## src/rtl/hrm_pkg.sv

```systemverilog
package hrm_pkg;

	localparam int PIXEL_COUNT_LOG2_DEF = 22;
	localparam int CORDIC_STAGES_DEF    = 16;
	localparam int EPS_W                = 23;
	localparam int LEVEL_W              = 24;
	localparam int INT_W                = 8;
	localparam int H_W                  = 17;
	localparam int MEAN_W               = 16;
	localparam int Z_W                  = 34;
	localparam int X_W                  = 28;
	localparam logic [EPS_W-1:0] EPS_RESET = 23'd1;
	localparam logic [H_W-1:0] H_ONE  = 17'd65536;
	localparam logic [H_W-1:0] H_HALF = 17'd32768;

	typedef enum logic [1:0] {
		ST_ACCUM,
		ST_DIVIDE,
		ST_OUTPUT
	} state_t;

	typedef struct packed {
		logic start_div;
		logic clear_acc;
	} ctrl_cmd_t;

	typedef struct packed {
		logic frame_done;
		logic div_done;
		logic pipe_empty;
	} ctrl_sts_t;

	function automatic logic [Z_W-1:0] angle(input int i);
		logic [Z_W-1:0] a;
		case (i)
			0: a = 34'd536870912;
			1: a = 34'd316933406;
			2: a = 34'd167458907;
			3: a = 34'd85004756;
			4: a = 34'd42667331;
			5: a = 34'd21354465;
			6: a = 34'd10679838;
			7: a = 34'd5340245;
			8: a = 34'd2670163;
			9: a = 34'd1335087;
			10: a = 34'd667544;
			11: a = 34'd333772;
			12: a = 34'd166886;
			13: a = 34'd83443;
			14: a = 34'd41722;
			15: a = 34'd20861;
			16: a = 34'd10430;
			17: a = 34'd5215;
			18: a = 34'd2608;
			19: a = 34'd1304;
			20: a = 34'd652;
			21: a = 34'd326;
			22: a = 34'd163;
			23: a = 34'd81;
			default: a = '0;
		endcase
		return a;
	endfunction

endpackage

```

## src/rtl/hrm_ctrl.sv

```systemverilog
module hrm_ctrl (
	input  logic               clk,
	input  logic               arst_n,
	input  hrm_pkg::ctrl_sts_t sts,
	input  logic               out_taken,
	output hrm_pkg::ctrl_cmd_t cmd,
	output logic               in_ready,
	output logic               out_valid
);

	hrm_pkg::state_t state_q, state_d;

	always_ff @(posedge clk or negedge arst_n) begin
		if (!arst_n) begin
			state_q <= hrm_pkg::ST_ACCUM;
		end else begin
			state_q <= state_d;
		end
	end

	always_comb begin
		state_d       = state_q;
		cmd.start_div = 1'b0;
		cmd.clear_acc = 1'b0;
		in_ready      = 1'b0;
		out_valid     = 1'b0;
		case (state_q)
			hrm_pkg::ST_ACCUM: begin
				in_ready = !sts.frame_done;
				if (sts.frame_done && sts.pipe_empty) begin
					cmd.start_div = 1'b1;
					state_d       = hrm_pkg::ST_DIVIDE;
				end
			end
			hrm_pkg::ST_DIVIDE: begin
				if (sts.div_done) begin
					state_d = hrm_pkg::ST_OUTPUT;
				end
			end
			hrm_pkg::ST_OUTPUT: begin
				out_valid = 1'b1;
				if (out_taken) begin
					cmd.clear_acc = 1'b1;
					state_d       = hrm_pkg::ST_ACCUM;
				end
			end
			default: begin
				state_d = hrm_pkg::ST_ACCUM;
			end
		endcase
	end

endmodule

```

## config.mk

```make
export PLATFORM = sky130hd
export DESIGN_NAME = hrm_ctrl
export DESIGN_NICKNAME = d
export VERILOG_FILES = /design/src/rtl/hrm_pkg.sv /design/src/rtl/hrm_ctrl.sv
export SDC_FILE = /design/constraint.sdc
export NUM_CORES = 1
export LEC_CHECK = 0
export ABC_AREA = 0
export BUFFER_PORTS_ARGS = -buffer_cell sky130_fd_sc_hd__buf_2
export CAP_MARGIN = 20
export CORE_AREA = 5 5 42 44
export CTS_CLUSTER_DIAMETER = 120
export DETAILED_ROUTE_END_ITERATION = 10
export DIE_AREA = 0 0 47 49
export HOLD_SLACK_MARGIN = 0.03
export SLEW_MARGIN = 20
export SYNTH_ARGS = -nofsm -noshare
export SYNTH_HDL_FRONTEND = slang
export SYNTH_SLANG_ARGS = --single-unit
```

## constraint.sdc

```tcl
create_clock -name clk -period 1.2 [get_ports clk]
set_input_delay 0.18 -clock clk [delete_from_list [all_inputs] [get_ports clk]]
set_output_delay 0.18 -clock clk [all_outputs]
set_load 0.1 [all_outputs]
```

==> results.toml <==
[finish]
layout_top_registers = "state_q (2)"
largest_reg_flops = 2
nets = 37
layout.filler_cells = 161
layout.cells.most_common = "sky130_fd_sc_hd__buf_2"
area.sequential_um2 = 52.6
mostFrequentLayoutCells = "5 x sky130_fd_sc_hd__buf_2, 4 x sky130_fd_sc_hd__buf_12, 4 x sky130_fd_sc_hd__buf_4, 3 x sky130_fd_sc_hd__clkbuf_4"
post_layout_nonfiller_instances = 46
top_register_by_number_of_flip_flops = "state_q"
num_antenna_cells = 0
areaGrowthSynthToFinish_pct = 194
layout-drive-gt1-share_pct = 73.3
multi_input_comb_area_um2 = 83.8

[critical_path]
critPathArrivalTime_ps = 1210
reg2regPathDepth = 3
worst-setup-path-type = "register to output pin"
critPathTopFamily = "simple AND/OR/NAND/NOR gates"
register_to_register_setup_slack_ps = 200
path_buf_inv = 1
critical-path-max-stage-delay_ps = 400
crit-reg2reg-capture = "state_q[0]"
rr_startpoint = "state_q[0]"
worst-path-max-fanout = 3
worstSetupEndpointType = "output pin"
worst_setup_path_start_kind = "register"
crit_path_top_delay_cell = "sky130_fd_sc_hd__dfrtp_2"
worst-endpoint-required_ps = 1020
path_cells = "and2b_4 -> and2_4 -> buf_12"

[clocking]
cts-htree-levels = 1
tritoncts.num_buffers = 3
tritoncts = "yes"
cts.sinks = 2
cts.clk_slew.worst_paths_ps = 40
clk_latency_ps = 240
max-clock-path-buffers = 2
ctsRootBufferMaster = "sky130_fd_sc_hd__clkbuf_4"

[timing]
clock_skew_ps = 10.7
max_freq_ghz = 0.719
report.final.slew_viol_count = 0
setup_viol_count_final = 4
final.min_clock_period_ps = 1390
final-hold-violation-count = 0
min_period_over_period_pct = 116
totalNegativeSetupSlack_ps = -594
rsz0062_at_grt = "yes"
worstMarginPinSlew_ps = 189
slew-limit-headroom_pct = 87.3
whs_ps = 215
postLayoutSetupSlackWorst_ps = -190

[detailed_routing]
via_cell_ratio = 3.46
drc_violation_total_after_the_first_tritonroute_iteration = 0
wirelength_um = 375
drt_pre_antenna_iters = 1
met2RoutedLength_um = 168
detailroute.via_count = 159
wire_per_inst_um = 8.15
highest_layer = "met4"
antenna_violation_net_count_after_detailed_routing = 0
met3_length_um = 39
remaining_drc_errors = 0
met1_length_um = 151

[logic_synthesis]
post_synthesis_cell_type_with_the_largest_combined_area = "sky130_fd_sc_hd__dfrtp_1"
dominant_combinational_cell_family_by_area_after_synthesis = "simple AND/OR/NAND/NOR gates"
syn-cell-area_um2 = 113
post_synthesis_compound_gate_area_fraction_pct = 14.4
synth_fp_nets = 18
synth.yosys.warnings = 0
synth_adder_area_share_pct = 0
synth-xor-area-share_pct = 0
syn_avg_cell_area_um2 = 9.38
yosys.cell_types.count = 9
ff_latch_count_synth = 2
synthDominantCellAreaShare_pct = 44.4
number_of_standard_cells_after_synthesis = 12
synth.yosys.seq_area_share_pct = 44.4
ys_top_cells_by_area = "sky130_fd_sc_hd__dfrtp_1 44%, sky130_fd_sc_hd__nor3_1 8.9%, sky130_fd_sc_hd__and2b_2 7.8%"
synth_simple_gate_area_share_pct = 37.8
synthMuxAreaShare_pct = 0

[global_route]
grt_max_degree = 7
grt_pass1_wl_um = 627
overflow = 0
grt_pass1_vias = 161
grtUsageTotal_pct = 4.37
antenna_found_initial = 0

[floorplan]
fp.dieW_um = 47
floorplan.die_area_um2 = 2300
std_cell_rows = 14
die_y_um = 49
top_level_ports = 10
design.core.area_um2 = 1400
floorplan.initialDensity_pct = 8.04

[run_status]
violations = "setup timing"
outcome = "complete, but fails checks"

[pwr]
power_density_nw_per_um2 = 1870
power.leakage_nw = 0.148
max-vdd-ir-drop_mv = 0.490

[place]
post-place-cells = 41
detailed_place_hpwl_um = 309
io_buffers = 9
gp_congestion = 0.609

[worst_hold_path]
hold_class = "input port to register"
min-delay-start = "sts[1]"
hold_depth = 3
holdPathEnd = "state_q[1]"

[job]
drv_cap = 0
through the flow:
stage / area, um2 / utilization, % / worst slack [ps] / total power [W]
6_report: 332 / 23.7 / -190 / 0.000619
5_1_grt: 332 / 23.7 / -238 / 0.000655
3_5_place_dp: 294 / 21.0 / 51.4 / 0.000447
3_3_place_gp: 294 / 21.0 / 60.0 / 0.000443
2_1_floorplan: 139 / - / -305 / 0.000301
4_1_cts: 332 / 23.7 / -205 / 0.000634
per-layer routing:
layer	vias up	GRT usage [%]
met4	0	6.91
met3	2	2.58
met1	68	4.41
li1	81	-
met5	-	0
met2	8	4.52
how the worst max path moves through the flow:
stage                           from     end  cells after the start
after floorplan           state_q[0]  cmd[0]                      2
after global placement    state_q[1]  cmd[0]                      3
after detailed placement  state_q[1]  cmd[0]                      3
after CTS                 state_q[0]  cmd[0]                      3
after global routing      state_q[0]  cmd[0]                      3
final                     state_q[0]  cmd[0]                      3
final cells by class:
cell class / count / area share (%)
repair buffers: 14 / 43.8
multi-input cells: 9 / 25.3
flip-flops and latches: 2 / 15.8
clock buffers: 4 / 7.92
well taps: 16 / 6.04
inverters: 1 / 1.13
power by group:
part	internal, W	switching (W)
registers	0.0000833	0.0000175
logic	0.000144	0.000201
clock network	0.000124	0.0000492
total	0.000352	0.000267
what timing repair did:
item / in CTS / in global routing
hold buffers: 1 / 0
endpoints found under the hold margin: 2 / 0
pin swaps: 1 / 1
setup endpoints to repair: 4 / 4
resized for setup: 1 / 0
buffers inserted: 0 / 0
cell usage after synthesis:
master / number
sky130_fd_sc_hd__dfrtp_1: 2
sky130_fd_sc_hd__nand2_1: 2
sky130_fd_sc_hd__nor3_1: 2
sky130_fd_sc_hd__and2_2: 1
sky130_fd_sc_hd__and2b_2: 1
sky130_fd_sc_hd__inv_1: 1
sky130_fd_sc_hd__o2bb2ai_1: 1
sky130_fd_sc_hd__o31ai_1: 1
sky130_fd_sc_hd__or3b_1: 1
worst min-delay path, delay by kind of cell:
| kind | cells | cell delay [ps] |
|---|---|---|
| buffers and inverters | 1 | 100 |
| AOI/OAI and AO/OA | 1 | 60 |
| and+or+nand+nor | 1 | 60 |
cells by family after synthesis:
group | after synthesis
buffers and inverters | 1
AND/OR/NAND/NOR | 7
flip-flops | 2
AO/OA/AOI/OAI | 2
(Power assumes the default switching activity.)
